$ cat config.mk
export PLATFORM = sky130hd
export DESIGN_NAME = dda_line_rasterizer_unit
export DESIGN_NICKNAME = d
export VERILOG_FILES = /design/src/dlr_pkg.sv /design/src/dlr_axis.sv /design/src/dlr_datapath.sv /design/src/dlr_ctrl.sv /design/src/dda_line_rasterizer_unit.sv
export VERILOG_INCLUDE_DIRS = /design/src /design/src/src
export SDC_FILE = /design/constraint.sdc
export NUM_CORES = 1
export LEC_CHECK = 0
export BUFFER_PORTS_ARGS = -buffer_cell sky130_fd_sc_hd__buf_4
export CAP_MARGIN = 20
export CELL_PAD_IN_SITES_DETAIL_PLACEMENT = 1
export CELL_PAD_IN_SITES_GLOBAL_PLACEMENT = 2
export CORE_UTILIZATION = 38
export DETAILED_ROUTE_END_ITERATION = 10
export PLACE_DENSITY = 0.88
export SLEW_MARGIN = 15
export SYNTH_ARGS = -nofsm -noshare
export SYNTH_HDL_FRONTEND = slang
export SYNTH_SLANG_ARGS = --single-unit
$ cat constraint.sdc
create_clock -name clk -period 6.8 [get_ports clk]
set_clock_uncertainty 0.15 [all_clocks]
set_input_delay 1.36 -clock clk [delete_from_list [all_inputs] [get_ports clk]]
set_output_delay 1.36 -clock clk [all_outputs]
set_load 0.05 [all_outputs]
$ cat src/dda_line_rasterizer_unit_defines.svh
// Assertion macros used by the line rasteriser RTL.
// Depends on nothing; included by dlr_ctrl, which carries the concurrent checks.
`ifndef DDA_LINE_RASTERIZER_UNIT_DEFINES_SVH
`define DDA_LINE_RASTERIZER_UNIT_DEFINES_SVH

// Same-cycle implication, disabled during reset.
`define DLR_ASSERT_NOW(lbl, clk, rst, ante, cons, msg) \
  lbl: assert property (@(posedge clk) disable iff (rst) (ante) |-> (cons)) else $error(msg);

// Next-cycle implication, disabled during reset.
`define DLR_ASSERT_NEXT(lbl, clk, rst, ante, cons, msg) \
  lbl: assert property (@(posedge clk) disable iff (rst) (ante) |=> (cons)) else $error(msg);

`endif

$ cat src/dlr_pkg.sv
// Shared widths, defaults and controller/datapath command types.
// No dependencies; imported by every module of the line rasteriser.
package dlr_pkg;

  localparam int CoordW      = 6;   // endpoint and cell width
  localparam int DeltaW      = 7;   // signed endpoint difference
  localparam int StepW       = 7;   // step count and step index
  localparam int GridSizeDef = 64;  // default grid edge length

  // Commands from the controller to the datapath.
  typedef struct packed {
    logic load_seg;    // capture a new segment
    logic emit_point;  // load the output register and advance one step
  } dlr_cmd_t;

  // Status from the datapath to the controller.
  typedef struct packed {
    logic at_last;     // current point is the final one of the segment
  } dlr_sts_t;

endpackage

$ cat src/dlr_axis.sv
// One coordinate axis: exact quotient/remainder stepping with half-away rounding.
// Depends on dlr_pkg.
module dlr_axis
  import dlr_pkg::*;
#(
  parameter int CentreOfs = GridSizeDef / 2
) (
  input  logic                     clk,
  input  logic                     load,
  input  logic                     advance,
  input  logic signed [CoordW-1:0] start,
  input  logic signed [DeltaW-1:0] delta,
  input  logic        [StepW-1:0]  steps,
  output logic        [CoordW-1:0] grid_pos
);

  localparam logic [CoordW-1:0] OfsBits = CoordW'(CentreOfs);

  // Point value is q + r/steps, with 0 <= r < steps.
  logic signed [DeltaW-1:0]   q;
  logic        [CoordW-1:0]   r;
  logic signed [DeltaW-1:0]   q_next;
  logic        [CoordW-1:0]   r_next;
  logic        [StepW-1:0]    twice_r;
  logic                       round_up;
  logic signed [DeltaW-1:0]   rounded;
  logic signed [DeltaW:0]     r_sum;
  logic signed [DeltaW:0]     steps_s;

  // Round half away from zero: a tie rounds up only for non-negative values.
  assign twice_r  = {r, 1'b0};
  assign round_up = (twice_r > steps) || ((twice_r == steps) && (r != '0) && !q[DeltaW-1]);
  assign rounded  = q + DeltaW'(round_up);
  assign grid_pos = rounded[CoordW-1:0] + OfsBits;

  // |delta| <= steps, so one correction keeps r in range.
  assign r_sum   = $signed({2'b00, r}) + $signed({delta[DeltaW-1], delta});
  assign steps_s = $signed({1'b0, steps});

  always_comb begin
    q_next = q;
    r_next = r;
    if (load) begin
      q_next = DeltaW'(start);
      r_next = '0;
    end else if (advance) begin
      if (r_sum >= steps_s) begin
        q_next = q + DeltaW'(1);
        r_next = CoordW'(r_sum - steps_s);
      end else if (r_sum < 0) begin
        q_next = q - DeltaW'(1);
        r_next = CoordW'(r_sum + steps_s);
      end else begin
        r_next = CoordW'(r_sum);
      end
    end
  end

  always_ff @(posedge clk) begin
    q <= q_next;
    r <= r_next;
  end

endmodule

$ cat src/dlr_datapath.sv
// Segment setup, step counter, two axis units and the output register.
// Depends on dlr_pkg and dlr_axis.
module dlr_datapath
  import dlr_pkg::*;
#(
  parameter int GRID_SIZE = GridSizeDef
) (
  input  logic                     clk,
  input  logic                     rst,
  input  dlr_cmd_t                 cmd,
  output dlr_sts_t                 sts,
  input  logic signed [CoordW-1:0] x_start,
  input  logic signed [CoordW-1:0] y_start,
  input  logic signed [CoordW-1:0] x_end,
  input  logic signed [CoordW-1:0] y_end,
  output logic        [CoordW-1:0] col,
  output logic        [CoordW-1:0] row,
  output logic                     last_point
);

  logic signed [DeltaW-1:0] dx;
  logic signed [DeltaW-1:0] dy;
  logic        [StepW-1:0]  adx;
  logic        [StepW-1:0]  ady;
  logic        [StepW-1:0]  steps_in;

  logic signed [DeltaW-1:0] seg_delta_x;
  logic signed [DeltaW-1:0] seg_delta_y;
  logic        [StepW-1:0]  step_total;
  logic        [StepW-1:0]  step_index;
  logic        [CoordW-1:0] cell_x;
  logic        [CoordW-1:0] cell_y;

  // Segment setup on the accepted request.
  assign dx       = DeltaW'(x_end) - DeltaW'(x_start);
  assign dy       = DeltaW'(y_end) - DeltaW'(y_start);
  assign adx      = dx[DeltaW-1] ? StepW'(-dx) : StepW'(dx);
  assign ady      = dy[DeltaW-1] ? StepW'(-dy) : StepW'(dy);
  assign steps_in = (adx > ady) ? adx : ady;

  assign sts.at_last = (step_index == step_total);

  always_ff @(posedge clk) begin
    if (rst) begin
      seg_delta_x <= '0;
      seg_delta_y <= '0;
      step_total  <= '0;
      step_index  <= '0;
    end else if (cmd.load_seg) begin
      seg_delta_x <= dx;
      seg_delta_y <= dy;
      step_total  <= steps_in;
      step_index  <= '0;
    end else if (cmd.emit_point) begin
      step_index  <= step_index + StepW'(1);
    end
  end

  always_ff @(posedge clk) begin
    if (cmd.emit_point) begin
      col        <= cell_x;
      row        <= cell_y;
      last_point <= sts.at_last;
    end
  end

  dlr_axis #(.CentreOfs(GRID_SIZE / 2)) u_axis_x (
    .clk      (clk),
    .load     (cmd.load_seg),
    .advance  (cmd.emit_point),
    .start    (x_start),
    .delta    (seg_delta_x),
    .steps    (step_total),
    .grid_pos (cell_x)
  );

  dlr_axis #(.CentreOfs(GRID_SIZE / 2)) u_axis_y (
    .clk      (clk),
    .load     (cmd.load_seg),
    .advance  (cmd.emit_point),
    .start    (y_start),
    .delta    (seg_delta_y),
    .steps    (step_total),
    .grid_pos (cell_y)
  );

endmodule

$ cat src/dlr_ctrl.sv
// Controller: accepts a segment, then paces one point per free output slot.
// Depends on dlr_pkg and the assertion macro header.
`include "dda_line_rasterizer_unit_defines.svh"

module dlr_ctrl
  import dlr_pkg::*;
(
  input  logic     clk,
  input  logic     rst,
  input  logic     in_valid,
  output logic     in_ready,
  output logic     out_valid,
  input  logic     out_ready,
  output dlr_cmd_t cmd,
  input  dlr_sts_t sts
);

  typedef enum logic {
    ST_IDLE,
    ST_RUN
  } state_t;

  state_t state;
  state_t state_next;
  logic   out_valid_next;

  assign in_ready       = (state == ST_IDLE);
  assign cmd.load_seg   = in_ready && in_valid;
  assign cmd.emit_point = (state == ST_RUN) && (!out_valid || out_ready);

  always_comb begin
    state_next = state;
    unique case (state)
      ST_IDLE: if (in_valid)                      state_next = ST_RUN;
      ST_RUN:  if (cmd.emit_point && sts.at_last) state_next = ST_IDLE;
      default: state_next = ST_IDLE;
    endcase
  end

  always_comb begin
    out_valid_next = out_valid;
    if (cmd.emit_point)  out_valid_next = 1'b1;
    else if (out_ready)  out_valid_next = 1'b0;
  end

  always_ff @(posedge clk) begin
    if (rst) begin
      state     <= ST_IDLE;
      out_valid <= 1'b0;
    end else begin
      state     <= state_next;
      out_valid <= out_valid_next;
    end
  end

  `DLR_ASSERT_NOW(a_no_overwrite, clk, rst, cmd.emit_point, !out_valid || out_ready, "point overwrites an untaken result")
  `DLR_ASSERT_NEXT(a_load_runs, clk, rst, cmd.load_seg, !in_ready && !cmd.load_seg, "segment load did not start a run")
  `DLR_ASSERT_NEXT(a_last_frees, clk, rst, cmd.emit_point && sts.at_last, in_ready && out_valid, "final point did not release the input")
  `DLR_ASSERT_NOW(a_idle_quiet, clk, rst, in_ready, !cmd.emit_point, "point emitted with no segment in flight")

endmodule

$ cat src/dda_line_rasterizer_unit.sv
// Top level of the DDA line rasteriser: controller plus datapath.
// Depends on dlr_pkg, dlr_ctrl and dlr_datapath.
//
// Usage:
//   Input channel (in_valid/in_ready) takes one request: a segment given by
//   two signed endpoints x_start, y_start, x_end, y_end relative to the grid
//   centre. Output channel (out_valid/out_ready) returns steps+1 points, where
//   steps is the larger absolute delta; each carries col, row (coordinate plus
//   GRID_SIZE/2, modulo 64) and last_point, set on the final point only.
//   The request is captured into the segment registers and axis units; the
//   first point then passes through the output register once it is free.
//   Points then follow at one point per cycle while the receiver is ready.
//   Each point is exact: a quotient and remainder per axis advance by the delta
//   each step and are rounded half away from zero, with no division.
//   in_ready rises as soon as the final point is loaded, so the next request
//   is taken while that point still waits in the output register.
//   Stall: with out_ready low the output register holds its point and the
//   stepping pauses; nothing is dropped or repeated.
//   Reset (rst, synchronous, active high) returns to idle and drops any
//   request in flight and any result not yet taken.
module dda_line_rasterizer_unit
  import dlr_pkg::*;
#(
  parameter int GRID_SIZE = GridSizeDef
) (
  input  logic                     clk,
  input  logic                     rst,
  input  logic                     in_valid,
  output logic                     in_ready,
  input  logic signed [CoordW-1:0] x_start,
  input  logic signed [CoordW-1:0] y_start,
  input  logic signed [CoordW-1:0] x_end,
  input  logic signed [CoordW-1:0] y_end,
  output logic                     out_valid,
  input  logic                     out_ready,
  output logic        [CoordW-1:0] col,
  output logic        [CoordW-1:0] row,
  output logic                     last_point
);

  dlr_cmd_t cmd;
  dlr_sts_t sts;

  // Sequencing: idle until a request, then one point per free output slot.
  dlr_ctrl u_ctrl (
    .clk       (clk),
    .rst       (rst),
    .in_valid  (in_valid),
    .in_ready  (in_ready),
    .out_valid (out_valid),
    .out_ready (out_ready),
    .cmd       (cmd),
    .sts       (sts)
  );

  // Arithmetic: segment setup, per-axis stepping and the output register.
  dlr_datapath #(.GRID_SIZE(GRID_SIZE)) u_datapath (
    .clk        (clk),
    .rst        (rst),
    .cmd        (cmd),
    .sts        (sts),
    .x_start    (x_start),
    .y_start    (y_start),
    .x_end      (x_end),
    .y_end      (y_end),
    .col        (col),
    .row        (row),
    .last_point (last_point)
  );

endmodule

; ---- Yosys cells after proc, flatten, opt, wreduce, memory -nomap -nowiden
; Index checks and enable logic that the tools add are counted.
; W data, S select, Z words.
[totals]
out_inout_bits = 15
word_cells = 85
ff_bits = 69
[classes]
order_cmp = 7
addsub = 19
n_eq_ne = 3
n_bitwise = 1
mux = 20
n_reduce_logical = 22
[ops]
columns = op, count
row1 = $mux W7, 11
row2 = $mux W6, 4
row3 = $eq A7 B7 Y1, 3
row4 = $gt A7 B7 Y1, 3
row5 = $add A7 B7 Y8, 2
row6 = $ge A8 B8 Y1, 2
row7 = $lt A8 B1 Y1 const B, 2
row8 = $add A7 B2 Y7 const B, 2
row9 = $neg A7 Y7, 2
row10 = $sub A6 B6 Y7, 2
row11 = $sub A7 B2 Y7 const B, 2
row12 = $add A6 B1 Y6, 2
row13 = $add A6 B6 Y6, 2
row14 = $add A6 B6 Y6 const B, 2
row15 = $reduce_bool A6 Y1, 2
row16 = $sub A6 B6 Y6, 2
row17 = $add A7 B1 Y7 const B, 1
row18 = $logic_and A1 B1 Y1, 7
row19 = $reduce_bool A3 Y1, 2
row20 = $mux W1, 4
row21 = $reduce_and A2 Y1, 2
row22 = $reduce_bool A2 Y1, 2
row23 = $logic_not A1 Y1, 3
row24 = $logic_or A1 B1 Y1, 3
row25 = 3 further kinds, 3

; ---- Logic depth before layout (Yosys ltp)
[logic_depth]
depth_word = 6
ltp_mapped = 22

; ---- Modules after synthesis
; A second synthesis with hierarchy kept.
[unflattened]
hier_cells = 723
area_unflattened_um2 = 6406.1
[by_module_without_submodules]
columns = module, instances, seq_area_each_um2, cells_each, area_per_inst_um2
row1 = dlr_datapath, 1, 950.9, 269, 2519.9
row2 = dlr_axis (u_datapath.u_axis_x), 1, 330.3, 223, 1906.8
row3 = dlr_axis (u_datapath.u_axis_y), 1, 330.3, 221, 1881.8
row4 = dlr_ctrl, 1, 40.0, 10, 97.6

; ---- Worst setup path before layout
; OpenSTA, ideal clock, no wires.
[synth_timing]
kind = reg2reg
start = reg u_datapath.u_axis_x.r[1]
end = reg u_datapath.u_axis_x.q[6], data pin
slack_ns = 1.978
required_ns = 6.385
stages_incl_launch_ff = 22
path_buffers = 2
t_arrival_ns = 4.406
setup_time_ns = 0.265
synth_period_minus_slack_ns = 4.822
cell_sequence = dfxtp_1 ha_1 a21o_1 a21oi_1 xnor2_1 ha_1 buf_6 and4b_1 a2111oi_2 o21bai_1 a21o_4 and2_4 buf_6 inv_1 ha_1 nor2b_1 o21ai_0 a21oi_1 or4b_2 nand3_1 xor2_1 o21ai_1
[synth_between]
elab_chain_len = 5
[synth_lines]
columns = element, line_no
row1 = from (decl), dlr_axis.sv:21  ; logic [CoordW-1:0] r;
row2 = from (signal assigned), dlr_axis.sv:61  ; r <= r_next;
row3 = $add A7 B7 Y8, dlr_axis.sv:37  ; assign r_sum = $signed({2'b00, r}) + $signed({delta[DeltaW-1], delta});
row4 = $ge A8 B8 Y1, dlr_axis.sv:47  ; if (r_sum >= steps_s) begin
row5 = $mux W7, dlr_axis.sv:47
row6 = $mux W7, dlr_axis.sv:46  ; end else if (advance) begin
row7 = $mux W7, dlr_axis.sv:43  ; if (load) begin
row8 = named net u_datapath.u_axis_x.q_next[6], dlr_axis.sv:22  ; logic signed [DeltaW-1:0] q_next;
row9 = to (signal assigned), dlr_axis.sv:60  ; q <= q_next;
row10 = to (decl), dlr_axis.sv:20  ; logic signed [DeltaW-1:0] q;
; The timed path passes the listed nets, and every way through them passes these cells. The select of a mux whose other input is x is not followed.
; A chain may end at the register's enable or synchronous reset.

; ---- Worst setup path after layout
[layout_timing]
start = reg u_datapath.u_axis_y.r[0]
end = reg u_datapath.u_axis_y.q[6], data pin
[layout_between]
elab_chain_len = 5
[layout_lines]
columns = element, line_no
row1 = from (decl), dlr_axis.sv:21
row2 = from (signal assigned), dlr_axis.sv:61
row3 = $add A7 B7 Y8, dlr_axis.sv:37
row4 = $ge A8 B8 Y1, dlr_axis.sv:47
row5 = $mux W7, dlr_axis.sv:47
row6 = $mux W7, dlr_axis.sv:46
row7 = $mux W7, dlr_axis.sv:43
row8 = named net u_datapath.u_axis_y.q_next[6], dlr_axis.sv:22
row9 = to (signal assigned), dlr_axis.sv:60
row10 = to (decl), dlr_axis.sv:20
; The timed path passes the listed nets, and every way through them passes these cells. The select of a mux whose other input is x is not followed.

==> insert_results.sql <==
INSERT INTO impl_metrics (metric_group, metric, value, unit) VALUES
('timing', 'setup-violations-final', '0', ''),
('drt', 'detail_route.wl_per_cell', '18.6', 'um'),
('setup_path', 'worst_setup_path_start_kind', 'flop', ''),
('yosys', 'synth_seq_area_share', '27.5', '%'),
('clock_tree', 'cts-htree-levels', '3', ''),
('clock_tree', 'max-clock-path-buffers', '2', ''),
('global_route', 'maximum_number_of_pins_on_one_net_before_global_route_repair', '56', ''),
('clock_tree', 'tritoncts_clock_tree', 'yes', ''),
('clock_tree', 'cts.root.buffer_cell', 'sky130_fd_sc_hd__clkbuf_16', ''),
('die', 'number_of_ports_placed_on_the_die_boundary', '43', ''),
('cells_and_area', 'insertedDiodeCount', '0', ''),
('place', 'numPortBuffers', '42', ''),
('timing', 'worstMarginPinSlew', '978', 'ps'),
('setup_path', 'arrival', '5260', 'ps'),
('global_route', 'overflow', '0', ''),
('clock_tree', 'cts_setup_buffers', '0', ''),
('run', 'max_cap_viol_count', '0', ''),
('pwr', 'peakVddDrop', '0.230', 'mV'),
('yosys', 'ffs_latches_synth', '69', ''),
('yosys', 'synth_enable_flop_cells', '27', ''),
('global_route', 'first_global_vias', '5615', ''),
('setup_path', 'r2r_cells', '20', ''),
('timing', 'report.final.hold_viol_count', '0', ''),
('place', 'detailedPlace.worstSlack', '1260', 'ps'),
('drt', 'firstDrtPassIters', '4', ''),
('clock_tree', 'cts.hold.buffers_added', '0', ''),
('setup_path', 'crit_path_end_kind', 'flop', ''),
('place', 'weighted_congestion_at_the_end_of_routability_driven_global_placement', '0.870', ''),
('yosys', 'post_synth_instance_area', '6000', 'um2'),
('setup_path', 'longest_individual_stage_delay_on_the_worst_path', '420', 'ps'),
('global_route', 'global_route_usage_sum', '22.6', '%'),
('yosys', 'library_cells_used_by_synthesis', '59', ''),
('die', 'die_width', '128', 'um'),
('timing', 'final.period_utilization', '78.5', '%'),
('drt', 'detailroute.via_count', '5126', ''),
('hold_path', 'worst_hold_path_depth', '2', ''),
('clock_tree', 'insertion_delay', '340', 'ps'),
('setup_path', 'path_max_fanout', '10', ''),
('cells_and_area', 'design.final.nets', '844', ''),
('die', 'starting_density', '39.2', '%'),
('cells_and_area', 'share_of_layout_cells_above_drive_strength_1', '11.6', '%'),
('timing', 'report.final.slew_viol_count', '0', ''),
('yosys', 'synth.net_count', '807', ''),
('clock_tree', 'cts.clk_slew.worst_paths', '60', 'ps'),
('clock_tree', 'tritoncts.num_buffers', '9', ''),
('global_route', 'antenna_found_initial', '0', ''),
('yosys', 'syn-mean-instance-area', '8.77', 'um2'),
('drt', 'dr.first_iter.drc_count', '191', ''),
('setup_path', 'worstPathCellList', 'ha_1, fa_1, a21o_1, a21oi_1, xnor2_1, ha_1, nor4bb_1, a211oi_1, nor2_1, or3_1, nor2b_1, inv_1, ha_1, nor2b_1, o21ai_0, a21oi_1, or3_1, o2111ai_1, xor2_1, o21ai_0', ''),
('setup_path', 'startpoint_to_endpoint_class_of_the_critical_path', 'reg2reg', ''),
('die', 'floorplan.core_area', '15300', 'um2'),
('timing', 'setup-tns-final', '0', 'ps'),
('timing', 'timing.final.crit_period', '5340', 'ps'),
('drt', 'drt-vias-per-instance', '5.46', ''),
('outcome', 'outcome', 'complete, no violations', ''),
('setup_path', 'timing.critical_path.mode_cell', 'sky130_fd_sc_hd__ha_1', ''),
('cells_and_area', 'syn_to_final_growth', '14.4', '%'),
('drt', 'drt_drc_violations_left', '0', ''),
('global_route', 'global_route_wire_length_before_repair', '28600', 'um'),
('timing', 'timing.max_slew.rel_slack', '34.8', '%'),
('setup_path', 'crit_path_top_delay_cell', 'sky130_fd_sc_hd__fa_1', ''),
('yosys', 'synthDominantAreaCellType', 'sky130_fd_sc_hd__ha_1', ''),
('setup_path', 'worst-r2r-setup-slack', '1460', 'ps'),
('drt', 'postRouteAntennaNets', '0', ''),
('clock_tree', 'clkSinkCount', '69', ''),
('die', 'dieHeight', '128', 'um'),
('yosys', 'synthDominantCellAreaShare', '17.5', '%'),
('yosys', 'netlist_instances', '685', ''),
('pwr', 'power_per_cell_area', '514', 'nW/um2'),
('yosys', 'ys.warnings.count', '0', ''),
('hold_path', 'worst_hold_path_type', 'reg2reg', '');
-- metal layers --
layer / wire, um / part of all wire, % / up-vias / global-route usage [%]
met5: 0 / 0 / - / 0
met4: 287 / 1.6 / 0 / 6.78
met3: 432 / 2.5 / 24 / 3.26
met2: 9060 / 52 / 71 / 42.2
met1: 7670 / 44 / 2528 / 26.6
li1: - / - / 2503 / -
-- worst paths after layout --
path | start | endpoint
setup / recovery | u_datapath.u_axis_y.r[0]$_SDFFE_PP0P_ | u_datapath.u_axis_y.q[6]$_DFFE_PP_
hold / removal | u_datapath.seg_delta_x[4]$_SDFFE_PP0P_ | u_datapath.seg_delta_x[4]$_SDFFE_PP0P_
setup reg to reg | u_datapath.u_axis_y.r[0]$_SDFFE_PP0P_ | u_datapath.u_axis_y.q[6]$_DFFE_PP_
hold reg to reg | u_datapath.seg_delta_x[4]$_SDFFE_PP0P_ | u_datapath.seg_delta_x[4]$_SDFFE_PP0P_
-- cells by family after synthesis --
| group | share of synthesized area, % |
|---|---|
| simple gates | 17.6 |
| compound gates | 17.3 |
| fa+ha+maj | 20.8 |
| buf+inv | 4.94 |
| flops | 27.5 |
| xor+xnor | 8.75 |
| mux | 3.13 |
-- through the flow --
stage               util [%]  total power (W)  std cells  area (um2)  hold slack [ps]
floorplan                  -          0.00241        685        6000              290
global placement        42.6          0.00283        921        6520              306
detailed placement      42.6          0.00297        922        6530              304
CTS                     44.9          0.00355        938        6870              312
global route            44.9          0.00383        938        6870              331
finish                  44.9          0.00353        938        6870              312
-- state kept, by name, summed over array words and instances, names as in the netlist --
register and flops:
u_datapath.u_axis_x.r 6, u_datapath.u_axis_x.q 7, u_datapath.u_axis_y.q 7, u_datapath.step_index 7, u_datapath.row 6, u_datapath.seg_delta_x 7, u_datapath.seg_delta_y 7, u_datapath.col 6
u_datapath.u_axis_y.r 6, u_datapath.last_point 1, u_ctrl.out_valid 1, u_datapath.step_total 7, u_ctrl.state 1
-- cell usage after synthesis, types with 3 or more instances --
library cell                n
sky130_fd_sc_hd__fa_1      10
sky130_fd_sc_hd__a21oi_1   52
sky130_fd_sc_hd__nor3b_1    3
sky130_fd_sc_hd__o31ai_1    8
sky130_fd_sc_hd__xnor2_1   31
sky130_fd_sc_hd__nand4_1    6
sky130_fd_sc_hd__or3_1     10
sky130_fd_sc_hd__and3_1     4
sky130_fd_sc_hd__nand3_1   21
sky130_fd_sc_hd__o211ai_1   3
sky130_fd_sc_hd__o21ai_0   39
sky130_fd_sc_hd__mux2i_1   12
sky130_fd_sc_hd__a211oi_1  11
sky130_fd_sc_hd__o31ai_2    3
sky130_fd_sc_hd__nand2_1   47
sky130_fd_sc_hd__nand2b_1  14
sky130_fd_sc_hd__mux2_2     6
sky130_fd_sc_hd__nor2b_1   18
sky130_fd_sc_hd__dfxtp_1   42
sky130_fd_sc_hd__ha_1      84
sky130_fd_sc_hd__o21bai_1   9
sky130_fd_sc_hd__xor2_1    29
sky130_fd_sc_hd__edfxtp_1  27
sky130_fd_sc_hd__buf_2      3
sky130_fd_sc_hd__nor3_1     9
sky130_fd_sc_hd__clkbuf_1  15
sky130_fd_sc_hd__inv_1     54
sky130_fd_sc_hd__nor2_1    51
sky130_fd_sc_hd__a21o_1    13
sky130_fd_sc_hd__o21a_1     8
-- layout make-up --
class	instances	area (um2)	share of cell area (%)
clock buffers	12	267	3.88
clock inverters	4	77.6	1.13
inverters	54	203	2.95
multi-input cells	542	4060	59.2
flip-flops and latches	69	1650	24.0
well taps	211	264	3.84
repair buffers	46	343	4.99
-- worst max-delay path: cells and delay by family, from the launching register on --
kind                     cells  cell delay (ps)
flip-flops                   1              350
adder cells (fa/ha/maj)      4             1360
AND/OR/NAND/NOR              6             1540
buffers and inverters        1              170
AO/OA/AOI/OAI                7             1100
XOR/XNOR                     2              370
-- where the power goes --
group | internal [W] | switching, W
sequential | 0.000612 | 0.000135
combinational | 0.000957 | 0.00128
clock | 0.000353 | 0.000191
-- cell usage in the layout, fill, tap and decap left out, types with 4 or more instances in the layout --
cell type / Yosys / layout
sky130_fd_sc_hd__ha_1: 84 / 84
sky130_fd_sc_hd__inv_1: 54 / 54
sky130_fd_sc_hd__a21oi_1: 52 / 52
sky130_fd_sc_hd__nor2_1: 51 / 51
sky130_fd_sc_hd__nand2_1: 47 / 47
sky130_fd_sc_hd__buf_4: 0 / 45
sky130_fd_sc_hd__dfxtp_1: 42 / 42
sky130_fd_sc_hd__o21ai_0: 39 / 39
sky130_fd_sc_hd__xnor2_1: 31 / 31
sky130_fd_sc_hd__xor2_1: 29 / 29
sky130_fd_sc_hd__edfxtp_1: 27 / 27
sky130_fd_sc_hd__nand3_1: 21 / 21
sky130_fd_sc_hd__nor2b_1: 18 / 17
sky130_fd_sc_hd__nand2b_1: 14 / 14
sky130_fd_sc_hd__a21o_1: 13 / 13
sky130_fd_sc_hd__mux2i_1: 12 / 12
sky130_fd_sc_hd__a211oi_1: 11 / 11
sky130_fd_sc_hd__or3_1: 10 / 10
sky130_fd_sc_hd__fa_1: 10 / 10
sky130_fd_sc_hd__o21bai_1: 9 / 9
sky130_fd_sc_hd__nor3_1: 9 / 9
sky130_fd_sc_hd__clkbuf_16: 0 / 9
sky130_fd_sc_hd__o21a_1: 8 / 8
sky130_fd_sc_hd__o31ai_1: 8 / 8
sky130_fd_sc_hd__nand4_1: 6 / 6
sky130_fd_sc_hd__mux2_2: 6 / 6
sky130_fd_sc_hd__and3_1: 4 / 4
Power figures use the tool's default switching activity.
